--- config.mk ---
export PLATFORM = sky130hd
export DESIGN_NAME = markup_line_tokenizer
export DESIGN_NICKNAME = d
export VERILOG_FILES = /design/src/design/mlt_pkg.sv /design/src/design/mlt_core.sv /design/src/design/mlt_outbuf.sv /design/src/design/markup_line_tokenizer.sv
export SDC_FILE = /design/constraint.sdc
export NUM_CORES = 1
export LEC_CHECK = 0
export CAP_MARGIN = 5
export CORE_MARGIN = 10
export CORE_UTILIZATION = 52
export CTS_BUF_LIST = sky130_fd_sc_hd__clkbuf_8
export CTS_CLUSTER_SIZE = 10
export DETAILED_ROUTE_END_ITERATION = 8
export DONT_BUFFER_PORTS = 1
export GPL_ROUTABILITY_DRIVEN = 0
export PLACE_DENSITY = 0.67
export SYNTH_ARGS = -nofsm -noshare
export SYNTH_HDL_FRONTEND = slang
export SYNTH_HIERARCHICAL = 1
export SYNTH_SLANG_ARGS = --single-unit
export TNS_END_PERCENT = 5
--- constraint.sdc ---
create_clock -name clk -period 3.97 [get_ports clk]
set_input_delay 0.1985 -clock clk [delete_from_list [all_inputs] [get_ports clk]]
set_output_delay 0.1985 -clock clk [all_outputs]
set_load 0.01 [all_outputs]
--- src/design/mlt_pkg.sv ---
package mlt_pkg;

  // Width of one code point.
  localparam int unsigned CpW = 21;

  // Characters with a special meaning at line start or anywhere.
  localparam logic [CpW-1:0] ChHash      = CpW'(8'h23);
  localparam logic [CpW-1:0] ChBackquote = CpW'(8'h60);
  localparam logic [CpW-1:0] ChNewline   = CpW'(8'h0A);

  // Backquotes that complete a backquote token.
  localparam logic [1:0] BackquotesNeeded = 2'd3;

  typedef enum logic [1:0] {
    EV_APPEND = 2'd0,
    EV_DONE   = 2'd1,
    EV_ERROR  = 2'd2
  } event_t;

  typedef enum logic [2:0] {
    KIND_EOF       = 3'd0,
    KIND_NEWLINE   = 3'd1,
    KIND_HEADER    = 3'd2,
    KIND_BACKQUOTE = 3'd3,
    KIND_TEXT      = 3'd4
  } kind_t;

  // One result beat.
  typedef struct packed {
    kind_t          kind;
    event_t         ev;
    logic [CpW-1:0] ch;
    logic           last;
  } result_t;

  // All results of one character, slot 0 first, and how many are valid (1 to 3).
  typedef struct packed {
    result_t [2:0] res;
    logic [1:0]    count;
  } step_t;

endpackage

--- src/design/mlt_core.sv ---
module mlt_core (
  input  logic                    clk,
  input  logic                    rst,
  input  logic                    step,
  input  logic [mlt_pkg::CpW-1:0] cp,
  input  logic                    eoi,
  output mlt_pkg::step_t          results
);
  import mlt_pkg::*;

  typedef enum logic [1:0] {
    MODE_START     = 2'd0,
    MODE_HEADER    = 2'd1,
    MODE_BACKQUOTE = 2'd2,
    MODE_TEXT      = 2'd3
  } mode_t;

  mode_t      mode, mode_next;
  logic [1:0] bq_count, bq_count_next;
  logic       at_line_start, at_line_start_next;

  result_t    r [3];
  logic [1:0] n;
  logic       is_hash, is_bq, is_nl;
  logic [1:0] bq_inc;

  // Line-start rules: the result they give and the mode they leave.
  function automatic result_t start_result(input logic [CpW-1:0] c, input logic sol);
    result_t s;
    s.last = 1'b0;
    if (c == ChHash && sol) begin
      s.ev = EV_APPEND; s.kind = KIND_HEADER; s.ch = c;
    end else if (c == ChBackquote && sol) begin
      s.ev = EV_APPEND; s.kind = KIND_BACKQUOTE; s.ch = c;
    end else if (c == ChNewline) begin
      s.ev = EV_DONE; s.kind = KIND_NEWLINE; s.ch = '0;
    end else begin
      s.ev = EV_APPEND; s.kind = KIND_TEXT; s.ch = c;
    end
    return s;
  endfunction

  function automatic mode_t start_mode(input logic [CpW-1:0] c, input logic sol);
    mode_t m;
    if (c == ChHash && sol) begin
      m = MODE_HEADER;
    end else if (c == ChBackquote && sol) begin
      m = MODE_BACKQUOTE;
    end else if (c == ChNewline) begin
      m = MODE_START;
    end else begin
      m = MODE_TEXT;
    end
    return m;
  endfunction

  assign is_hash = (cp == ChHash);
  assign is_bq   = (cp == ChBackquote);
  assign is_nl   = (cp == ChNewline);
  assign bq_inc  = bq_count + 2'd1;

  // Results and next state for the character held in the input register.
  always_comb begin
    r[0] = '0;
    r[1] = '0;
    r[2] = '0;
    n = 2'd1;
    mode_next = mode;
    bq_count_next = bq_count;
    at_line_start_next = is_nl;
    if (eoi) begin
      at_line_start_next = 1'b1;
      mode_next = MODE_START;
      bq_count_next = 2'd0;
      r[0].ev = EV_DONE;
      r[1].ev = EV_DONE;
      r[1].kind = KIND_EOF;
      unique case (mode)
        MODE_HEADER:    begin r[0].kind = KIND_HEADER;    n = 2'd2; end
        MODE_BACKQUOTE: begin r[0].kind = KIND_BACKQUOTE; n = 2'd2; end
        MODE_TEXT:      begin r[0].kind = KIND_TEXT;      n = 2'd2; end
        default:        begin r[0].kind = KIND_EOF;       n = 2'd1; end
      endcase
    end else begin
      unique case (mode)
        MODE_HEADER: begin
          if (is_hash) begin
            r[0].ev = EV_APPEND; r[0].kind = KIND_HEADER; r[0].ch = cp;
          end else begin
            r[0].ev = EV_DONE; r[0].kind = KIND_HEADER;
            r[1] = start_result(cp, at_line_start);
            mode_next = start_mode(cp, at_line_start);
            if (cp == ChBackquote && at_line_start) begin
              bq_count_next = 2'd1;
            end
            n = 2'd2;
          end
        end
        MODE_BACKQUOTE: begin
          if (is_bq) begin
            r[0].ev = EV_APPEND; r[0].kind = KIND_BACKQUOTE; r[0].ch = cp;
            bq_count_next = bq_inc;
            // A count that wraps to zero also completes the token.
            if (bq_inc == BackquotesNeeded || bq_inc == 2'd0) begin
              r[1].ev = EV_DONE; r[1].kind = KIND_BACKQUOTE;
              mode_next = MODE_START;
              bq_count_next = 2'd0;
              n = 2'd2;
            end
          end else begin
            // Short run: flag it, then the character carries on as text.
            r[0].ev = EV_ERROR; r[0].kind = KIND_BACKQUOTE;
            bq_count_next = 2'd0;
            if (is_nl) begin
              r[1].ev = EV_DONE; r[1].kind = KIND_TEXT;
              r[2].ev = EV_DONE; r[2].kind = KIND_NEWLINE;
              mode_next = MODE_START;
              n = 2'd3;
            end else begin
              r[1].ev = EV_APPEND; r[1].kind = KIND_TEXT; r[1].ch = cp;
              mode_next = MODE_TEXT;
              n = 2'd2;
            end
          end
        end
        MODE_TEXT: begin
          if (is_nl) begin
            r[0].ev = EV_DONE; r[0].kind = KIND_TEXT;
            r[1].ev = EV_DONE; r[1].kind = KIND_NEWLINE;
            mode_next = MODE_START;
            n = 2'd2;
          end else begin
            r[0].ev = EV_APPEND; r[0].kind = KIND_TEXT; r[0].ch = cp;
          end
        end
        default: begin
          r[0] = start_result(cp, at_line_start);
          mode_next = start_mode(cp, at_line_start);
          if (cp == ChBackquote && at_line_start) begin
            bq_count_next = 2'd1;
          end
        end
      endcase
    end
    for (int i = 0; i < 3; i++) begin
      r[i].last = (2'(i) == n - 2'd1);
    end
  end

  assign results.res[0] = r[0];
  assign results.res[1] = r[1];
  assign results.res[2] = r[2];
  assign results.count  = n;

  // Lexer state advances once per character handed to the result buffer.
  always_ff @(posedge clk) begin
    if (rst) begin
      mode <= MODE_START;
      bq_count <= 2'd0;
      at_line_start <= 1'b1;
    end else if (step) begin
      mode <= mode_next;
      bq_count <= bq_count_next;
      at_line_start <= at_line_start_next;
    end
  end

endmodule

--- src/design/mlt_outbuf.sv ---
module mlt_outbuf (
  input  logic             clk,
  input  logic             rst,
  input  logic             in_valid,
  input  mlt_pkg::step_t   results,
  output logic             take,
  output logic             out_valid,
  input  logic             out_ready,
  output mlt_pkg::result_t out_res
);
  import mlt_pkg::*;

  result_t    slot [3];
  logic [1:0] cnt;
  logic       pop;

  assign out_valid = (cnt != 2'd0);
  assign out_res   = slot[0];
  assign pop       = out_valid && out_ready;

  // A new set of results loads once the buffer is empty or its last beat leaves now.
  assign take = in_valid && ((cnt == 2'd0) || (cnt == 2'd1 && out_ready));

  always_ff @(posedge clk) begin
    if (rst) begin
      cnt <= 2'd0;
    end else if (take) begin
      cnt <= results.count;
    end else if (pop) begin
      cnt <= cnt - 2'd1;
    end
  end

  // Slot 0 always faces the output; later beats shift down as each one leaves.
  always_ff @(posedge clk) begin
    if (take) begin
      slot[0] <= results.res[0];
      slot[1] <= results.res[1];
      slot[2] <= results.res[2];
    end else if (pop) begin
      slot[0] <= slot[1];
      slot[1] <= slot[2];
    end
  end

endmodule

--- src/design/markup_line_tokenizer.sv ---
// Channel  Direction  Payload
// s_*      in         tdata: code_point [20:0], zeros [23:21]; tlast: end of input
// m_*      out        tdata: char_out [20:0], zeros [23:21];
//                     tuser: event [1:0], token kind [4:2]; tlast: last beat of a character
//
// A character is registered on entry, its results are worked out from the input register
// and loaded into a three-beat result buffer; the first result appears once they are loaded.
// One character per cycle is taken while each causes one result and m_tready stays high; a
// character with two or three results holds the result buffer for that many output beats.
// Reset clears the lexer to start mode at line start and empties both stages.
// A stall on m_tready fills the buffer and then the input register before s_tready drops.
module markup_line_tokenizer (
  input  logic        clk,
  input  logic        rst,
  input  logic        s_tvalid,
  output logic        s_tready,
  input  logic [23:0] s_tdata,   // code_point [20:0], zero pad [23:21]
  input  logic        s_tlast,
  output logic        m_tvalid,
  input  logic        m_tready,
  output logic [23:0] m_tdata,   // char_out [20:0], zero pad [23:21]
  output logic [4:0]  m_tuser,   // event_res [1:0], token_kind [4:2]
  output logic        m_tlast
);
  import mlt_pkg::*;

  logic           in_valid;
  logic [CpW-1:0] in_cp;
  logic           in_eoi;
  logic           take;
  step_t          results;
  result_t        out_res;

  assign s_tready = !in_valid || take;

  // Input register.
  always_ff @(posedge clk) begin
    if (rst) begin
      in_valid <= 1'b0;
    end else if (s_tvalid && s_tready) begin
      in_valid <= 1'b1;
    end else if (take) begin
      in_valid <= 1'b0;
    end
  end

  always_ff @(posedge clk) begin
    if (s_tvalid && s_tready) begin
      in_cp  <= s_tdata[CpW-1:0];
      in_eoi <= s_tlast;
    end
  end

  mlt_core u_core (
    .clk     (clk),
    .rst     (rst),
    .step    (take),
    .cp      (in_cp),
    .eoi     (in_eoi),
    .results (results)
  );

  mlt_outbuf u_outbuf (
    .clk       (clk),
    .rst       (rst),
    .in_valid  (in_valid),
    .results   (results),
    .take      (take),
    .out_valid (m_tvalid),
    .out_ready (m_tready),
    .out_res   (out_res)
  );

  assign m_tdata = {3'b000, out_res.ch};
  assign m_tuser = {out_res.kind, out_res.ev};
  assign m_tlast = out_res.last;

endmodule

==> impl_summary.txt, run 1 <==
----------------------------------------------------
[Timing]
  Final critical-path share of the clock period ... between 70% and 80%
  Max Clock Skew ... between 0.01 and 0.015 ns
  Setup-violating endpoint count in the final report ... 0
  Number of hold violations in the final report ... 0
  Top achievable clock speed ... roughly 0.33 GHz
  Final period demand of the worst path ... ~3.1 ns
  Worst relative slew slack ... 32.8%
  RSZ-0062 raised after global routing ... no
  Final number of max-transition violations ... 0
  Transition time at the pin with the least slew margin ... approximately 1.0 ns
  TNS Setup ... 0 ns

[CTS]
  CTS max path bufs ... 2
  Clock edge transition at the registers on the reported setup and hold paths ... between 0.1 and 0.15 ns
  H-Tree Depth ... 3
  CTS tree ... done
  Post-CTS setup-driven buffer insertion count ... 0
  Number of clock buffers inserted by TritonCTS ... 9
  Clk sinks ... 111
  Total of cells resized after clock tree synthesis ... 0
  Source-to-sink clock delay at the later pin of the worst-skew pair ... approximately 0.38 ns
  Cell at the root of the clock tree ... sky130_fd_sc_hd__clkbuf_8

[Synth]
  Cells after Synth ... around 420
  Syn Std Cell Area ... ~5800 um2
  Per-instance average area after synthesis ... 13.7 um2
  Most used flip-flop cell after synthesis ... sky130_fd_sc_hd__edfxtp_1
  Cell type with the highest aggregate area in the netlist ... sky130_fd_sc_hd__edfxtp_1
  Portion of the post-synthesis area used by sequential elements ... between 50% and 60%
  Number of different library cells in the post-synthesis netlist ... 55
  Number of synthesized register bits ... approximately 110
  Synth top area cells ... sky130_fd_sc_hd__edfxtp_1 53%, sky130_fd_sc_hd__mux2_4 13%, sky130_fd_sc_hd__buf_4 7.4%
  EDFF count, synth ... 103
  Share of the synthesized area in the top cell type ... 53.3%
  Synthesis warning total ... 6
  Async set-reset flop share out of synthesis ... 0%

[GRT]
  Overflow left after global routing ... 0
  Maximum number of pins on one net before global-route repair ... 33
  Gr usage total ... between 10% and 20%
  Vias in the first global route ... 3153
  Initial antenna violation count ... 0
  Global-route wire length before repair ... 16.3 mm

[Route]
  Via count ... roughly 3000
  Number of DRC markers in iteration 0 ... approximately 200
  WL per Instance ... roughly 18 um
  Remaining antenna violation count ... 0
  # DRC ... 0
  Mean number of vias per cell ... between 5 and 6
  Router iterations before antenna repair ... 4
  Wirelength, routed ... about 10 mm

[Min path]
  Worst Hold Class ... in -> reg

[Worst setup path]
  Critical path buffer and inverter count ... 1
  Critical Path Sink Type ... flip-flop
  Required time at the endpoint of the critical path ... 4.22 ns
  CP Max Fanout ... 20
  Critical Path AT ... between 3 and 4 ns
  Stage delay of the slowest cell on the critical path ... between 1 and 1.5 ns
  CP cell instances ... inv_1 > ha_1 > o21ai_0 > a2111oi_4 > and2_2 > mux2_4
  Worst setup SP type ... flip-flop
  Type of the worst setup path ... reg -> reg
  Largest delay share family, worst path ... compound AO/OA/AOI/OAI gates
  Slowest CP cell ... sky130_fd_sc_hd__a2111oi_4

[Floorplan]
  Rows ... 38
  Die ar. ... ~16000 um2
  Boundary Pins ... 61
  Y dimension of the die ... 126 um
  Width of the die ... about 130 um
  Starting utilization of the core area ... between 50 and 60%
  Placeable core area ... 10900 um2

[Placed design]
  HPWL Detailed ... between 6 and 7 mm
  Port Buf Inserts ... 0

[Power and ir drop]
  Switching fraction of total power ... 27.1%
  Power Dens Cells ... about 470 nW/um2
  Sequential group share of total power ... between 50% and 60%
  Int Pwr ... ~0.0021 W
  Switching pwr ... 0.000768 W
  Logic gate share of total power ... about a fifth
  VDD IR max ... between 0.2 and 0.25 mV
  Share of total power in the clock network ... between 20% and 30%
  Static power due to leakage ... 2.31 nW

[Final layout]
  Final nets ... 455
  Final core utilization ... 55.4%
  Fraction of final layout cells sized beyond drive strength 1 ... a little under a quarter
  Area growth, synth to finish ... 3.97%
  Antenna diode instance count ... 0

[Run status]
  Outcome ... finished, final reports clean

[Flow run]
  Max Cap Violations ... 0

----------------------------------------------------
metal layers:
layer / routed length [um] / global-route usage, %
met2: 4870 / 20.5
met3: 677 / 5.03
met4: 117 / 4.34
met5: 0 / 0
met1: 4390 / 15.9
metrics by stage:
step	instance area, um2	setup slack [ns]	power [W]	hold WS (ns)	instances
floorplan	5900	0.870	0.00215	0.261	448
global placement	5600	1.02	0.00215	0.263	523
detailed placement	5600	0.956	0.00217	0.263	523
CTS	6030	0.903	0.00287	0.0225	563
global route	6030	0.646	0.00297	0.0558	563
finish	6030	0.901	0.00283	0.0524	563
layout make-up:
cell class / count / area (um2)
fill: 863 / 4860
sequential: 111 / 3250
multi-input combinational: 249 / 2060
timing repair buffer: 30 / 285
tap: 140 / 175
clock buffer: 9 / 124
clock inverter: 7 / 70.1
inverter: 17 / 63.8
power by group through the flow:
stage	sequential [W]	combinational (W)	clock [W]
floorplan	0.00159	0.000567	0
CTS	0.00163	0.000534	0.000702
detailed placement	0.00166	0.000514	0
global placement	0.00165	0.000496	0
finish	0.00163	0.000529	0.000676
global route	0.00165	0.000579	0.000747
timing repair:
| action | CTS | global route |
|---|---|---|
| hold endpoints to repair | 28 | 0 |
| hold buffers | 24 | 0 |
| endpoints found under the setup margin | 0 | 0 |
Yosys cell counts (2+ instances only):
cell type                   number
sky130_fd_sc_hd__nand3_1         7
sky130_fd_sc_hd__o211ai_1        3
sky130_fd_sc_hd__ha_1            8
sky130_fd_sc_hd__nand2_1        17
sky130_fd_sc_hd__and4_1          2
sky130_fd_sc_hd__a31oi_1         3
sky130_fd_sc_hd__a21oi_1         6
sky130_fd_sc_hd__and2_1         37
sky130_fd_sc_hd__dfxtp_1         8
sky130_fd_sc_hd__mux2_2          5
sky130_fd_sc_hd__buf_2           2
sky130_fd_sc_hd__a21oi_2         2
sky130_fd_sc_hd__nand4_1         3
sky130_fd_sc_hd__or2_2           3
sky130_fd_sc_hd__nor2b_1         3
sky130_fd_sc_hd__a211oi_1        3
sky130_fd_sc_hd__nor4_2          2
sky130_fd_sc_hd__o21ai_0        13
sky130_fd_sc_hd__buf_4          57
sky130_fd_sc_hd__o31ai_1         4
sky130_fd_sc_hd__buf_6           8
sky130_fd_sc_hd__nor2_1         10
sky130_fd_sc_hd__mux2_4         50
sky130_fd_sc_hd__edfxtp_1      103
sky130_fd_sc_hd__a2111oi_0       2
sky130_fd_sc_hd__clkbuf_1        4
sky130_fd_sc_hd__inv_1          16
sky130_fd_sc_hd__conb_1          2
sky130_fd_sc_hd__nor4_1          5
sky130_fd_sc_hd__and2_2          2
sky130_fd_sc_hd__and3_1          3
sky130_fd_sc_hd__nor3_1          5
sky130_fd_sc_hd__a21o_1          2
registers in the layout (all words and copies together) (netlist names):
register	count
u_outbuf/slot	81
in_cp	21
u_core/bq_count	2
u_core/mode	2
u_outbuf/cnt	2
in_eoi	1
in_valid	1
u_core/at_line_start	1
path summary, 6_finish.rpt:
check | start | endpoint | slack, ns | cells after the start
setup / recovery | u_core/mode[0]$_SDFFE_PP0P_ | u_outbuf/slot[0][40]$_DFFE_PP_ | 0.90 | 6
hold reg to reg | u_outbuf/cnt[1]$_SDFFE_PP0P_ | u_outbuf/cnt[1]$_SDFFE_PP0P_ | 0.52 | 2
hold / removal | rst | u_core/mode[1]$_SDFFE_PP0P_ | 0.05 | 3
setup reg to reg | u_core/mode[0]$_SDFFE_PP0P_ | u_outbuf/slot[0][40]$_DFFE_PP_ | 0.90 | 6
kinds of logic after synthesis:
group                      count (synthesis)  share of synthesized area (%)
adders and majority gates                  8                           1.73
buffers and inverters                     88                           10.5
AOI/OAI and AO/OA                         48                           6.00
DFF                                      111                           56.1
and+or+nand+nor                          108                           11.4
xor gates and xnor gates                   2                          0.302
other                                      2                          0.129
muxes                                     55                           13.9
cells in the final DEF, fill, tap and decap left out, types with 3 or more instances in the layout:
cell	instances
sky130_fd_sc_hd__clkbuf_8	9
sky130_fd_sc_hd__nand4_1	3
sky130_fd_sc_hd__a211oi_1	3
sky130_fd_sc_hd__mux2_4	50
sky130_fd_sc_hd__inv_6	3
sky130_fd_sc_hd__ha_1	8
sky130_fd_sc_hd__inv_1	17
sky130_fd_sc_hd__dlygate4sd3_1	24
sky130_fd_sc_hd__nor4_1	5
sky130_fd_sc_hd__mux2_2	5
sky130_fd_sc_hd__and3_1	3
sky130_fd_sc_hd__conb_1	28
sky130_fd_sc_hd__a21oi_1	6
sky130_fd_sc_hd__nand3_1	7
sky130_fd_sc_hd__edfxtp_1	103
sky130_fd_sc_hd__a31oi_1	3
sky130_fd_sc_hd__or2_2	3
sky130_fd_sc_hd__o31ai_1	4
sky130_fd_sc_hd__dfxtp_1	8
sky130_fd_sc_hd__nand2_1	17
sky130_fd_sc_hd__o211ai_1	3
sky130_fd_sc_hd__and2_1	37
sky130_fd_sc_hd__buf_4	6
sky130_fd_sc_hd__nor2_1	10
sky130_fd_sc_hd__nor3_1	5
sky130_fd_sc_hd__o21ai_0	13
worst min-delay path, delay by kind of cell:
| family | cells | cell delay [ns] |
|---|---|---|
| AOI/OAI and AO/OA | 1 | 0.08 |
| and+or+nand+nor | 2 | 0.11 |
(Power assumes the default switching activity.)
==> run 2, diff against run 1 <==
clock period = 3 ns   (was 3.97 ns; I/O delays follow)
==> run 2 against run 1 <==
  * Final cell count rose by 1.6%
  * Core utilization rose by 0.78 points
  * Largest power group unchanged
  * Clock skew rose by 0.0043 ns
  * Hold slack got worse by 0.0034 ns
  * Die area did not move
  * Sequential share of layout area fell by 0.75 points
  * Clock-buffer cell count did not move
==> impl_summary.txt, run 2 (same netlist as run 1, synthesis figures left out) <==
----------------------------------------------------
[Final layout]
  Register containing the most flip-flops in the final layout ... u_outbuf/slot
  Number of flip-flops in the largest register ... 81
  Final nets ... 464
  Final Instance Count excl. Fillers ... 572
  Leading cell type in the layout, fill and taps excluded ... sky130_fd_sc_hd__edfxtp_1
  Registers with the most flip-flops ... u_outbuf/slot (81), in_cp (21)
  Antenna diode instance count ... 0
  Area growth, synth to finish ... 5.44%
  Commonest non-fill, non-tap cells in the layout ... 103 x sky130_fd_sc_hd__edfxtp_1, 50 x sky130_fd_sc_hd__mux2_4, 37 x sky130_fd_sc_hd__and2_1
  Fillers ... ~890
  Fraction of final layout cells sized beyond drive strength 1 ... around a quarter

[CTS]
  Post-CTS setup-driven buffer insertion count ... 0
  Cell at the root of the clock tree ... sky130_fd_sc_hd__clkbuf_8
  Clk sinks ... about 110
  Clock edge transition at the registers on the reported setup and hold paths ... roughly 0.10 ns
  CTS tree ... done
  Number of clock buffers inserted by TritonCTS ... 9
  Source-to-sink clock delay at the later pin of the worst-skew pair ... 0.40 ns
  CTS max path bufs ... 2
  H-Tree Depth ... 3

[Flow run]
  Max Cap Violations ... 0

[Route]
  Wirelength, routed ... 10.4 mm
  Mean number of vias per cell ... 5.37
  Via count ... roughly 3000
  Number of DRC markers in iteration 0 ... 228
  Router iterations before antenna repair ... 5
  Remaining antenna violation count ... 0
  # DRC ... 0
  WL per Instance ... between 15 and 20 um

[Timing]
  RSZ-0062 raised after global routing ... no
  Final critical-path share of the clock period ... roughly 93%
  Worst relative slew slack ... between 30% and 40%
  Final number of max-transition violations ... 0
  Max Clock Skew ... between 0.01 and 0.015 ns
  TNS Setup ... 0 ns
  Top achievable clock speed ... between 0.3 and 0.4 GHz
  Transition time at the pin with the least slew margin ... around 1 ns
  Setup-violating endpoint count in the final report ... 0
  Final period demand of the worst path ... 2.78 ns
  Number of hold violations in the final report ... 0

[Min path]
  Beginning of the worst hold path ... m_tready
  Worst Hold Class ... in -> reg

[Worst setup path]
  Critical Path AT ... 2.92 ns
  Type of the worst setup path ... reg -> reg
  Setup slack on the worst flop-to-flop path ... about 0.22 ns
  Stage delay of the slowest cell on the critical path ... 0.47 ns
  Endpoint of the worst setup timing path ... u_outbuf/slot[0][8]$_DFFE_PP_
  Worst Setup SP ... in_cp[8]$_DFFE_PP_
  Worst reg2reg startpoint ... in_cp[8]$_DFFE_PP_
  Critical Path Sink Type ... flip-flop
  Worst setup SP type ... flip-flop
  CP cell instances ... nor4_1 > nand2_1 > nor4_4 > a2bb2oi_2 > a21oi_2 > buf_4 > and2_1 > mux2_4
  Slowest CP cell ... sky130_fd_sc_hd__nor4_1
  CP Max Fanout ... 20
  Required time at the endpoint of the critical path ... 3.14 ns
  Endpoint of the most critical register-to-register path ... u_outbuf/slot[0][8]$_DFFE_PP_
  Number of cells traversed by the worst register-to-register path ... 8

[Placed design]
  Total instance count after detailed placement ... around 530
  HPWL Detailed ... 7.20 mm
  Port Buf Inserts ... 0

[Floorplan]
  Y dimension of the die ... ~130 um
  Rows ... 38
  Die ar. ... 15800 um2
  Starting utilization of the core area ... between 50% and 60%
  Placeable core area ... about 11000 um2
  Boundary Pins ... 61
  Width of the die ... 126 um

[GRT]
  Vias in the first global route ... approximately 3200
  Overflow left after global routing ... 0
  Gr usage total ... 13.3%
  Global-route wire length before repair ... ~17 mm
  Maximum number of pins on one net before global-route repair ... 30
  Initial antenna violation count ... 0

[Run status]
  Outcome ... finished, final reports clean

[Power and ir drop]
  Power Dens Cells ... 612 nW/um2
  Static power due to leakage ... approximately 2.3 nW
  VDD IR max ... 0.441 mV

----------------------------------------------------
## run 2: changes by cell type in the layout (fill, tap and decap cells not counted), sizes merged
cell	change
inv	-1
bufinv	-1
buf	+9
clkinvlp	+1
clkinv	+1
## run 2: report_power, final
group	leakage (nW)	switching, W	total (W)	internal [W]
Sequential	1.06	0.000141	0.00215	0.00201
Combinational	1.19	0.000382	0.000740	0.000358
Clock	0.0923	0.000533	0.000850	0.000318
Total	2.35	0.00106	0.00374	0.00268
## run 2: area by class of cell
class / instances / area [um2] / share of cell area (%)
clock buffer: 9 / 124 / 2.03
tap: 140 / 175 / 2.86
inverter: 17 / 63.8 / 1.04
timing repair buffer: 39 / 378 / 6.18
clock inverter: 7 / 62.6 / 1.02
multi-input combinational: 249 / 2060 / 33.7
sequential: 111 / 3250 / 53.2
## run 2: worst min path at each step
stage,endpoint,slack [ns],cells after the start
global route,u_outbuf/cnt[0]$_SDFFE_PP0P_,0.05,3
global placement,in_valid$_SDFFE_PP0P_,0.21,1
floorplan,in_valid$_SDFFE_PP0P_,0.21,1
finish,u_outbuf/cnt[0]$_SDFFE_PP0P_,0.05,3
CTS,u_outbuf/cnt[0]$_SDFFE_PP0P_,0.04,3
detailed placement,in_valid$_SDFFE_PP0P_,0.22,1
## run 2: per-layer routing
| layer | vias up | GRT usage (%) | routed length, um |
|---|---|---|---|
| met5 | - | 0 | 0 |
| met2 | 104 | 21.7 | 5190 |
| met4 | 0 | 3.86 | 121 |
| met1 | 1497 | 15.6 | 4300 |
| li1 | 1457 | - | - |
| met3 | 14 | 5.58 | 752 |
## run 2: per-stage QoR
step / power [W] / hold slack (ns) / instance area [um2] / utilization, % / worst slack [ns]
after detailed placement: 0.00291 / 0.218 / 5690 / 52.2 / 0.261
final: 0.00374 / 0.0490 / 6110 / 56.2 / 0.223
after floorplan: 0.00285 / 0.212 / 5900 / - / 0.541
after global placement: 0.00287 / 0.214 / 5690 / 52.2 / 0.302
after global routing: 0.00393 / 0.0494 / 6110 / 56.2 / 0.0896
after CTS: 0.00378 / 0.0396 / 6110 / 56.2 / 0.236
## run 2: critical path: cells and delay by family (launching register included)
kind	cells	cell delay, ns
simple gates	4	1.29
buf+inv	1	0.23
flops	1	0.46
compound gates	2	0.27
mux	1	0.28
## run 2: repair_timing
action,CTS,global route
endpoints found under the setup margin,0,0
endpoints found under the hold margin,30,0
gates resized for setup,0,0
hold buffers,24,0
